### config.mk
export PLATFORM = sky130hd
export DESIGN_NAME = table_driven_dfa_recognizer
export DESIGN_NICKNAME = d
export VERILOG_FILES = /design/src/rtl/core/tdfa_pkg.sv /design/src/rtl/core/tdfa_alphabet.sv /design/src/rtl/core/tdfa_table_ram.sv /design/src/rtl/core/table_driven_dfa_recognizer.sv
export SDC_FILE = /design/constraint.sdc
export NUM_CORES = 2
export LEC_CHECK = 0
export ABC_AREA = 1
export ABC_CLOCK_PERIOD_IN_PS = 9100
export BUFFER_PORTS_ARGS = -buffer_cell sky130_fd_sc_hd__buf_2
export CAP_MARGIN = 20
export CORE_UTILIZATION = 55
export CTS_CLUSTER_SIZE = 12
export DETAILED_ROUTE_END_ITERATION = 7
export GPL_ROUTABILITY_DRIVEN = 0
export GPL_TIMING_DRIVEN = 1
export PLACE_DENSITY = 0.71
export SYNTH_ARGS = -nofsm -noshare
export SYNTH_HDL_FRONTEND = slang
export SYNTH_SLANG_ARGS = --single-unit
### constraint.sdc
create_clock -name clock -period 9.1 [get_ports clock]
set_clock_uncertainty 0.15 [all_clocks]
set_input_delay 1.82 -clock clock [delete_from_list [all_inputs] [get_ports clock]]
set_output_delay 1.82 -clock clock [all_outputs]
set_load 0.03 [all_outputs]
### src/rtl/core/tdfa_pkg.sv
`timescale 1ns / 1ps

package tdfa_pkg;

   // Input commands.
   typedef enum logic [1:0] {
      CMD_ALPHA  = 2'd0,
      CMD_TRANS  = 2'd1,
      CMD_FEED   = 2'd2,
      CMD_FINISH = 2'd3
   } cmd_type;

   // Verdict codes; the stuck codes double as the stored stuck state.
   localparam logic [1:0] VERDICT_ACCEPT    = 2'd0;
   localparam logic [1:0] VERDICT_REJECT    = 2'd1;
   localparam logic [1:0] VERDICT_NO_TRANS  = 2'd2;
   localparam logic [1:0] VERDICT_UNKNOWN   = 2'd3;
   localparam logic [1:0] STUCK_NONE        = 2'd0;

   // Result kinds.
   localparam logic KIND_TRACE   = 1'b0;
   localparam logic KIND_VERDICT = 1'b1;

   // Configuration register indexes.
   localparam logic [1:0] CSR_START_STATE    = 2'd0;
   localparam logic [1:0] CSR_ACCEPT_MASK    = 2'd1;
   localparam logic [1:0] CSR_SYMBOLS_IN_USE = 2'd2;

   // Field widths fixed by the interface.
   localparam int unsigned STATE_W = 4;
   localparam int unsigned SLOT_W  = 4;
   localparam int unsigned BYTE_W  = 8;

   // One transition table entry.
   typedef struct packed {
      logic               valid;
      logic [STATE_W-1:0] target;
   } entry_type;

   // Outcome of the alphabet match.
   typedef struct packed {
      logic              hit;
      logic [SLOT_W-1:0] slot;
   } match_type;

endpackage

### src/rtl/core/tdfa_alphabet.sv
`timescale 1ns / 1ps

module tdfa_alphabet #(
   parameter int unsigned NUM_SLOTS = 16
) (
   input  logic                         clock,
   input  logic                         wr_en,
   input  logic [$clog2(NUM_SLOTS)-1:0] wr_index,
   input  logic [7:0]                   wr_byte,
   input  logic [7:0]                   match_byte,
   input  logic [4:0]                   match_limit,
   output tdfa_pkg::match_type          match
);
   import tdfa_pkg::*;

   logic [BYTE_W-1:0] alpha_ff [NUM_SLOTS];

   always_ff @(posedge clock) begin
      if (wr_en) begin
         alpha_ff[wr_index] <= wr_byte;
      end
   end

   // Parallel compare; walking down from the top leaves the lowest hit.
   always_comb begin
      match = '0;
      for (int j = NUM_SLOTS - 1; j >= 0; j--) begin
         if ((5'(j) < match_limit) && (alpha_ff[j] == match_byte)) begin
            match.hit  = 1'b1;
            match.slot = SLOT_W'(j);
         end
      end
   end

endmodule

### src/rtl/core/tdfa_table_ram.sv
`timescale 1ns / 1ps

module tdfa_table_ram #(
   parameter int unsigned DEPTH = 256
) (
   input  logic                     clock,
   input  logic                     wr_en,
   input  logic [$clog2(DEPTH)-1:0] wr_addr,
   input  tdfa_pkg::entry_type      wr_data,
   input  logic                     rd_en,
   input  logic [$clog2(DEPTH)-1:0] rd_addr,
   output tdfa_pkg::entry_type      rd_data
);
   import tdfa_pkg::*;

   entry_type table_mem [DEPTH];
   entry_type rd_data_ff;

   always_ff @(posedge clock) begin
      if (wr_en) begin
         table_mem[wr_addr] <= wr_data;
      end
   end

   // Read data holds until the next read.
   always_ff @(posedge clock) begin
      if (rd_en) begin
         rd_data_ff <= table_mem[rd_addr];
      end
   end

   assign rd_data = rd_data_ff;

endmodule

### src/rtl/core/table_driven_dfa_recognizer.sv
`timescale 1ns / 1ps

// Channel   Direction  Ports                                    Transfer when
// req       in         req_cmd, req_symbol, req_slot,           req_valid & req_ready
//                      req_row_state, req_target_state,
//                      req_target_valid
// rsp       out        rsp_kind, rsp_current_state, rsp_verdict rsp_valid & rsp_ready
// csr       in         csr_index, csr_wdata                     csr_wen
//
// Alphabet and transition writes produce no result and do not hold off the next item.
// A finish or a symbol taken while not stuck occupies the resolve stage; a symbol's transition
// memory read is issued at the transfer edge, and the present state is only known after it.
// Reset is synchronous and active high; it clears the control state and the
// configuration registers, but not the alphabet or the transition memory.
// A stalled result sits in the output register while a new item is taken; the
// stage behind it holds until the output register frees up.

module table_driven_dfa_recognizer #(
   parameter int unsigned NUM_STATES  = 16,
   parameter int unsigned NUM_SYMBOLS = 16
) (
   input  logic        clock,
   input  logic        reset,
   // Input items.
   input  logic        req_valid,
   output logic        req_ready,
   input  logic [1:0]  req_cmd,
   input  logic [7:0]  req_symbol,
   input  logic [3:0]  req_slot,
   input  logic [3:0]  req_row_state,
   input  logic [3:0]  req_target_state,
   input  logic        req_target_valid,
   // Result items.
   output logic        rsp_valid,
   input  logic        rsp_ready,
   output logic        rsp_kind,
   output logic [3:0]  rsp_current_state,
   output logic [1:0]  rsp_verdict,
   // Configuration writes.
   input  logic        csr_wen,
   input  logic [1:0]  csr_index,
   input  logic [15:0] csr_wdata
);
   import tdfa_pkg::*;

   // The transition memory holds one entry per (state, slot) pair, row-major.
   localparam int unsigned DEPTH   = NUM_STATES * NUM_SYMBOLS;
   localparam int unsigned AW      = $clog2(DEPTH);
   // Only the first sixteen slots can ever be named by a four-bit slot field.
   localparam int unsigned ALPHA_N = (NUM_SYMBOLS < 16) ? NUM_SYMBOLS : 16;
   localparam int unsigned AIW     = $clog2(ALPHA_N);

   // Configuration registers.
   logic [STATE_W-1:0] start_state_ff, start_state_in;
   logic [15:0]        accept_mask_ff, accept_mask_in;
   logic [4:0]         symbols_in_use_ff, symbols_in_use_in;

   // Recognizer state.
   logic [STATE_W-1:0] present_state_ff, present_state_in;
   logic [1:0]         stuck_ff, stuck_in;

   // Resolve stage: holds an accepted symbol, with its memory read pending, or a finish.
   logic               s1_valid_ff, s1_valid_in;
   logic               s1_finish_ff, s1_finish_in;
   logic               s1_hit_ff, s1_hit_in;
   logic               s1_inrange_ff, s1_inrange_in;

   // Output register.
   logic               rsp_valid_ff, rsp_valid_in;
   logic               rsp_kind_ff, rsp_kind_in;
   logic [STATE_W-1:0] rsp_state_ff, rsp_state_in;
   logic [1:0]         rsp_verdict_ff, rsp_verdict_in;

   logic               accept;
   logic               load_s1;
   logic               s1_go;
   logic               is_feed;
   logic               is_finish;
   logic               alpha_wr;
   logic               table_wr;
   logic [31:0]        wr_addr_full;
   logic [31:0]        rd_addr_full;
   logic [AW-1:0]      wr_addr;
   logic [AW-1:0]      rd_addr;
   entry_type          wr_entry;
   entry_type          rd_entry;
   match_type          match;

   logic               res_kind;
   logic [STATE_W-1:0] res_state;
   logic [1:0]         res_verdict;
   logic [STATE_W-1:0] res_next_state;
   logic [1:0]         res_next_stuck;

   // The present state is only settled once the resolve stage has drained, so a
   // new item is taken only then.
   assign req_ready = !s1_valid_ff;
   assign accept    = req_valid && req_ready;
   assign is_feed   = (req_cmd == CMD_FEED);
   assign is_finish = (req_cmd == CMD_FINISH);

   // Writes outside the configured table size are dropped.
   assign alpha_wr = accept && (req_cmd == CMD_ALPHA) && (32'(req_slot) < NUM_SYMBOLS);
   assign table_wr = accept && (req_cmd == CMD_TRANS) && (32'(req_slot) < NUM_SYMBOLS)
                     && (32'(req_row_state) < NUM_STATES);

   // A symbol that arrives while the recognizer is stuck is dropped without a result.
   assign load_s1 = accept && ((is_feed && (stuck_ff == STUCK_NONE)) || is_finish);

   // The resolve stage hands over whenever the output register is free or draining.
   assign s1_go = s1_valid_ff && (!rsp_valid_ff || rsp_ready);

   always_comb begin
      wr_addr_full    = 32'(req_row_state) * 32'(NUM_SYMBOLS) + 32'(req_slot);
      rd_addr_full    = 32'(present_state_ff) * 32'(NUM_SYMBOLS) + 32'(match.slot);
      wr_addr         = wr_addr_full[AW-1:0];
      rd_addr         = rd_addr_full[AW-1:0];
      wr_entry.valid  = req_target_valid;
      wr_entry.target = req_target_state;
   end

   tdfa_alphabet #(
      .NUM_SLOTS (ALPHA_N)
   ) u_alphabet (
      .clock       (clock),
      .wr_en       (alpha_wr),
      .wr_index    (req_slot[AIW-1:0]),
      .wr_byte     (req_symbol),
      .match_byte  (req_symbol),
      .match_limit (symbols_in_use_ff),
      .match       (match)
   );

   tdfa_table_ram #(
      .DEPTH (DEPTH)
   ) u_table_ram (
      .clock   (clock),
      .wr_en   (table_wr),
      .wr_addr (wr_addr),
      .wr_data (wr_entry),
      .rd_en   (accept && is_feed),
      .rd_addr (rd_addr),
      .rd_data (rd_entry)
   );

   // Stage one captures what the step needs besides the memory word: whether the
   // byte matched a slot and whether the present state has a table row at all.
   always_comb begin
      s1_valid_in   = s1_valid_ff;
      s1_finish_in  = s1_finish_ff;
      s1_hit_in     = s1_hit_ff;
      s1_inrange_in = s1_inrange_ff;
      if (load_s1) begin
         s1_valid_in   = 1'b1;
         s1_finish_in  = is_finish;
         s1_hit_in     = match.hit;
         s1_inrange_in = (32'(present_state_ff) < NUM_STATES);
      end else if (s1_go) begin
         s1_valid_in = 1'b0;
      end
   end

   // Resolve the step from the memory word, or the finish from the accept mask and stuck state.
   always_comb begin
      res_kind       = KIND_TRACE;
      res_state      = present_state_ff;
      res_verdict    = VERDICT_ACCEPT;
      res_next_state = present_state_ff;
      res_next_stuck = stuck_ff;
      if (s1_finish_ff) begin
         res_kind = KIND_VERDICT;
         if (stuck_ff != STUCK_NONE) begin
            res_verdict = stuck_ff;
         end else if (accept_mask_ff[present_state_ff]) begin
            res_verdict = VERDICT_ACCEPT;
         end else begin
            res_verdict = VERDICT_REJECT;
         end
         res_next_state = start_state_ff;
         res_next_stuck = STUCK_NONE;
      end else if (!s1_hit_ff) begin
         res_verdict    = VERDICT_UNKNOWN;
         res_next_stuck = VERDICT_UNKNOWN;
      end else if (!(s1_inrange_ff && rd_entry.valid)) begin
         res_verdict    = VERDICT_NO_TRANS;
         res_next_stuck = VERDICT_NO_TRANS;
      end else begin
         res_state      = rd_entry.target;
         res_next_state = rd_entry.target;
      end
   end

   always_comb begin
      present_state_in = present_state_ff;
      stuck_in         = stuck_ff;
      rsp_valid_in     = rsp_valid_ff;
      rsp_kind_in      = rsp_kind_ff;
      rsp_state_in     = rsp_state_ff;
      rsp_verdict_in   = rsp_verdict_ff;
      if (rsp_valid_ff && rsp_ready) begin
         rsp_valid_in = 1'b0;
      end
      if (s1_go) begin
         present_state_in = res_next_state;
         stuck_in         = res_next_stuck;
         rsp_valid_in     = 1'b1;
         rsp_kind_in      = res_kind;
         rsp_state_in     = res_state;
         rsp_verdict_in   = res_verdict;
      end
   end

   // Configuration writes; an index past the last register is ignored.
   always_comb begin
      start_state_in    = start_state_ff;
      accept_mask_in    = accept_mask_ff;
      symbols_in_use_in = symbols_in_use_ff;
      if (csr_wen) begin
         case (csr_index)
            CSR_START_STATE: begin
               start_state_in = csr_wdata[STATE_W-1:0];
            end
            CSR_ACCEPT_MASK: begin
               accept_mask_in = csr_wdata;
            end
            CSR_SYMBOLS_IN_USE: begin
               symbols_in_use_in = csr_wdata[4:0];
            end
            default: begin
            end
         endcase
      end
   end

   always_ff @(posedge clock) begin
      if (reset) begin
         start_state_ff    <= '0;
         accept_mask_ff    <= '0;
         symbols_in_use_ff <= '0;
         present_state_ff  <= '0;
         stuck_ff          <= STUCK_NONE;
         s1_valid_ff       <= 1'b0;
         rsp_valid_ff      <= 1'b0;
      end else begin
         start_state_ff    <= start_state_in;
         accept_mask_ff    <= accept_mask_in;
         symbols_in_use_ff <= symbols_in_use_in;
         present_state_ff  <= present_state_in;
         stuck_ff          <= stuck_in;
         s1_valid_ff       <= s1_valid_in;
         rsp_valid_ff      <= rsp_valid_in;
      end
   end

   // Payload registers need no reset.
   always_ff @(posedge clock) begin
      s1_finish_ff   <= s1_finish_in;
      s1_hit_ff      <= s1_hit_in;
      s1_inrange_ff  <= s1_inrange_in;
      rsp_kind_ff    <= rsp_kind_in;
      rsp_state_ff   <= rsp_state_in;
      rsp_verdict_ff <= rsp_verdict_in;
   end

   assign rsp_valid         = rsp_valid_ff;
   assign rsp_kind          = rsp_kind_ff;
   assign rsp_current_state = rsp_state_ff;
   assign rsp_verdict       = rsp_verdict_ff;

endmodule

==> flow_metrics.env <==
export IMPL_peakVddDrop_mv=0.196
export IMPL_cts_htree_levels=4
export IMPL_use_met3_pct=5.45
export IMPL_first_pass_iters=8
export IMPL_cts_sinks=1455
export IMPL_top_usage_layer="met2"
export IMPL_via_per_inst=5.89
export IMPL_grt_start_max_net_pins=200
export IMPL_syn_area_per_cell_sq_um=10.9
export IMPL_arrival_ps=7610
export IMPL_synth_warnings=0
export IMPL_synth_edf_count=1422
export IMPL_hold_viol_final=0
export IMPL_seq_area_frac_synth_pct=67.3
export IMPL_antenna_found_initial=6
export IMPL_cp_data_required_time_ps=9580
export IMPL_die_y_microns=344
export IMPL_place_inst=7191
export IMPL_synthDistinctLibCells=41
export IMPL_path_common_cell="nand2_1"
export IMPL_grt_use_met2_pct=44.3
export IMPL_cts_root_buf="clkbuf_16"
export IMPL_placement_io_buffers=54
export IMPL_hpwl_mm=92.8
export IMPL_end_kind="flip-flop"
export IMPL_combPwrFrac_pct=3.1
export IMPL_cts_resized_gates=0
export IMPL_routed_wl_mm=168
export IMPL_cpPeakStageDelay_ps=810
export IMPL_numCtsBuffers=151
export IMPL_min_period_over_period_pct=78.3
export IMPL_internal_power_mw=10.7
export IMPL_period_needed_ps=7130
export IMPL_post_drt_wl_per_cell_microns=22.5
export IMPL_synth_top_flop_cell="edfxtp_1"
export IMPL_area_delta_synth_final_pct=8.83
export IMPL_postCtsSetupBuffers=0
export IMPL_slew_violations=0
export IMPL_rsz0062_at_grt="false"
export IMPL_p_sw_share_pct=21.0
export IMPL_p_leak_nw=26.7
export IMPL_cp_start_kind="input pin"
export IMPL_cp_max_fo=101
export IMPL_cellPowerDensity_mw_per_mm2=194
export IMPL_start_util_pct=55.5
export IMPL_finalNonFillerCells=7451
export IMPL_postCtsHoldBufs=0
export IMPL_drive_gt1_share_pct=6.06
export IMPL_max_cap_violations=0
export IMPL_setup_tns_ps=0
export IMPL_ys_async_sr_fraction_pct=0
export IMPL_drc=0
export IMPL_die_area_sq_mm=0.118
export IMPL_seqPwrFrac_pct=54.4
export IMPL_layout_nets=5871
export IMPL_clk_pin_slew_ps=60
export IMPL_met1_usage_pct=39.8
export IMPL_ant_nets=0
export IMPL_antenna_cells=0
export IMPL_io_pins=55
export IMPL_grt_pass1_wl_mm=253
export IMPL_drt_initial_drc_count=5730
export IMPL_synth_net_count=5964
export IMPL_worstSkewPairLatency_ps=760
export IMPL_setup_viol=0
export IMPL_yosys_register_bits=1455
export IMPL_cts_buffer_depth=3
export IMPL_slew_limit_headroom_pct=21.1
export IMPL_tightest_slew_ps=1180
export IMPL_hold_ws_ps=327
export IMPL_cts_tree="yes"
export IMPL_syn_cell_area_sq_mm=0.0644
export IMPL_core_area_sq_mm=0.116
export IMPL_fp_row_count=125
export IMPL_nFillCells=9125
export IMPL_postSynthCellCount=5918
export IMPL_die_x_microns=344
export IMPL_pwr_share_clk_pct=42.5
export IMPL_first_global_vias=41700
export IMPL_outcome="finished clean"
export IMPL_max_freq_mhz=140
export IMPL_vias=43900
export IMPL_switching_power_mw=2.86
export IMPL_crit_type="in2reg"
export IMPL_grt_use_total_pct=28.3
export IMPL_cp_slowest_cell="inv_6"
export IMPL_fin_util_pct=60.4
export IMPL_gr_total_overflow=0
export IMPL_hold_path_class="reg2reg"
state kept, by name (all words and copies together) (netlist names), 4 cells and up:
signal                 count
u_table_ram.table_mem   1280
u_alphabet.alpha_ff      128
accept_mask_ff            16
symbols_in_use_ff          5
u_table_ram.rd_data        5
present_state_ff           4
rsp_current_state          4
start_state_ff             4
cells in the mapped netlist, types with 12 or more instances:
| library cell | n | share of area (%) |
|---|---|---|
| edfxtp_1 | 1422 | 66 |
| nand2_1 | 1206 | 7.0 |
| nand3_1 | 1141 | 8.9 |
| inv_1 | 691 | 4.0 |
| nor2_1 | 368 | 2.1 |
| nand3b_1 | 348 | 4.1 |
| buf_2 | 159 | 1.2 |
| clkbuf_1 | 133 | 0.78 |
| o211ai_1 | 69 | 0.80 |
| xor2_1 | 48 | 0.65 |
| xnor2_1 | 45 | 0.61 |
| buf_4 | 44 | 0.51 |
| o21ai_0 | 41 | 0.32 |
| dfxtp_1 | 33 | 1.0 |
| buf_1 | 31 | 0.18 |
| a21oi_1 | 28 | 0.22 |
| nor3_1 | 24 | 0.19 |
| nand4_1 | 20 | 0.19 |
| buf_6 | 12 | 0.21 |
| nor4_1 | 12 | 0.12 |
logic make-up after synthesis:
| group | share of synthesized area [%] |
|---|---|
| AO/OA/AOI/OAI | 1.58 |
| XOR/XNOR | 1.27 |
| buffers and inverters | 6.99 |
| flip-flops | 67.3 |
| AND/OR/NAND/NOR | 22.8 |
final cells by class:
class                      instances  area, sq um  share of cell area, %
multi-input combinational       3386        16600                   23.7
timing repair buffer             133         1040                   1.49
inverter                         698         2640                   3.77
sequential                      1455        43400                   61.9
clock inverter                    48          347                  0.495
clock buffer                     207         4160                   5.93
tap                             1524         1910                   2.72
metrics by stage:
step / instance area, sq um / total power, mW / setup WS, ps
floorplan: 64400 / 7.71 / 4450
global placement: 65500 / 7.94 / 1320
detailed placement: 65500 / 7.95 / 1320
CTS: 70000 / 13.6 / 2110
global route: 70100 / 13.9 / 1560
finish: 70100 / 13.6 / 1970
critical path: cells and delay by family:
| kind | cells | cell delay, ps |
|---|---|---|
| and+or+nand+nor | 30 | 3480 |
| buffers and inverters | 4 | 2100 |
per-layer routing:
layer  vias to the layer above  share of wire (%)
li1                      20000                  -
met1                     21200                 40
met2                      2373                 46
met5                         -              0.048
met3                       339                 10
met4                        12                3.2
layout by cell type (no fill, tap or decap), types with 7 or more instances in the layout:
cell	synthesis	routed
edfxtp_1	1422	1422
nand2_1	1206	1204
nand3_1	1141	1136
inv_1	691	690
nor2_1	368	367
nand3b_1	348	348
clkbuf_16	0	157
o211ai_1	69	69
buf_4	44	63
buf_2	159	52
xor2_1	48	48
clkbuf_1	133	46
xnor2_1	45	45
o21ai_0	41	41
dfxtp_1	33	32
a21oi_1	28	28
clkinv_1	1	21
nand4_1	20	20
nor3_1	24	19
clkinv_2	0	18
nor4_1	12	12
or2_2	9	9
buf_12	0	9
inv_6	0	7
path summary, 6_finish.rpt:
kind,start,endpoint,slack [ps],cells after the start
worst max-delay path,req_symbol[1],u_table_ram.rd_data[3]$_DFFE_PP_,1970,34
worst min-delay path,stuck_ff[1]$_SDFFE_PP0P_,stuck_ff[1]$_SDFFE_PP0P_,330,2
worst max register to register,symbols_in_use_ff[3]$_SDFFE_PP0P_,u_table_ram.rd_data[3]$_DFFE_PP_,3260,25
worst min register to register,stuck_ff[1]$_SDFFE_PP0P_,stuck_ff[1]$_SDFFE_PP0P_,330,2
power groups by stage:
stage               registers, mW  logic (mW)  clock network [mW]
finish                       7.39       0.428                5.77
global route                 7.38       0.457                6.06
CTS                          7.38       0.423                5.80
detailed placement           7.52       0.422                   0
global placement             7.52       0.416                   0
floorplan                    7.52       0.192                   0
No activity file was read; power rests on OpenSTA's default activity.
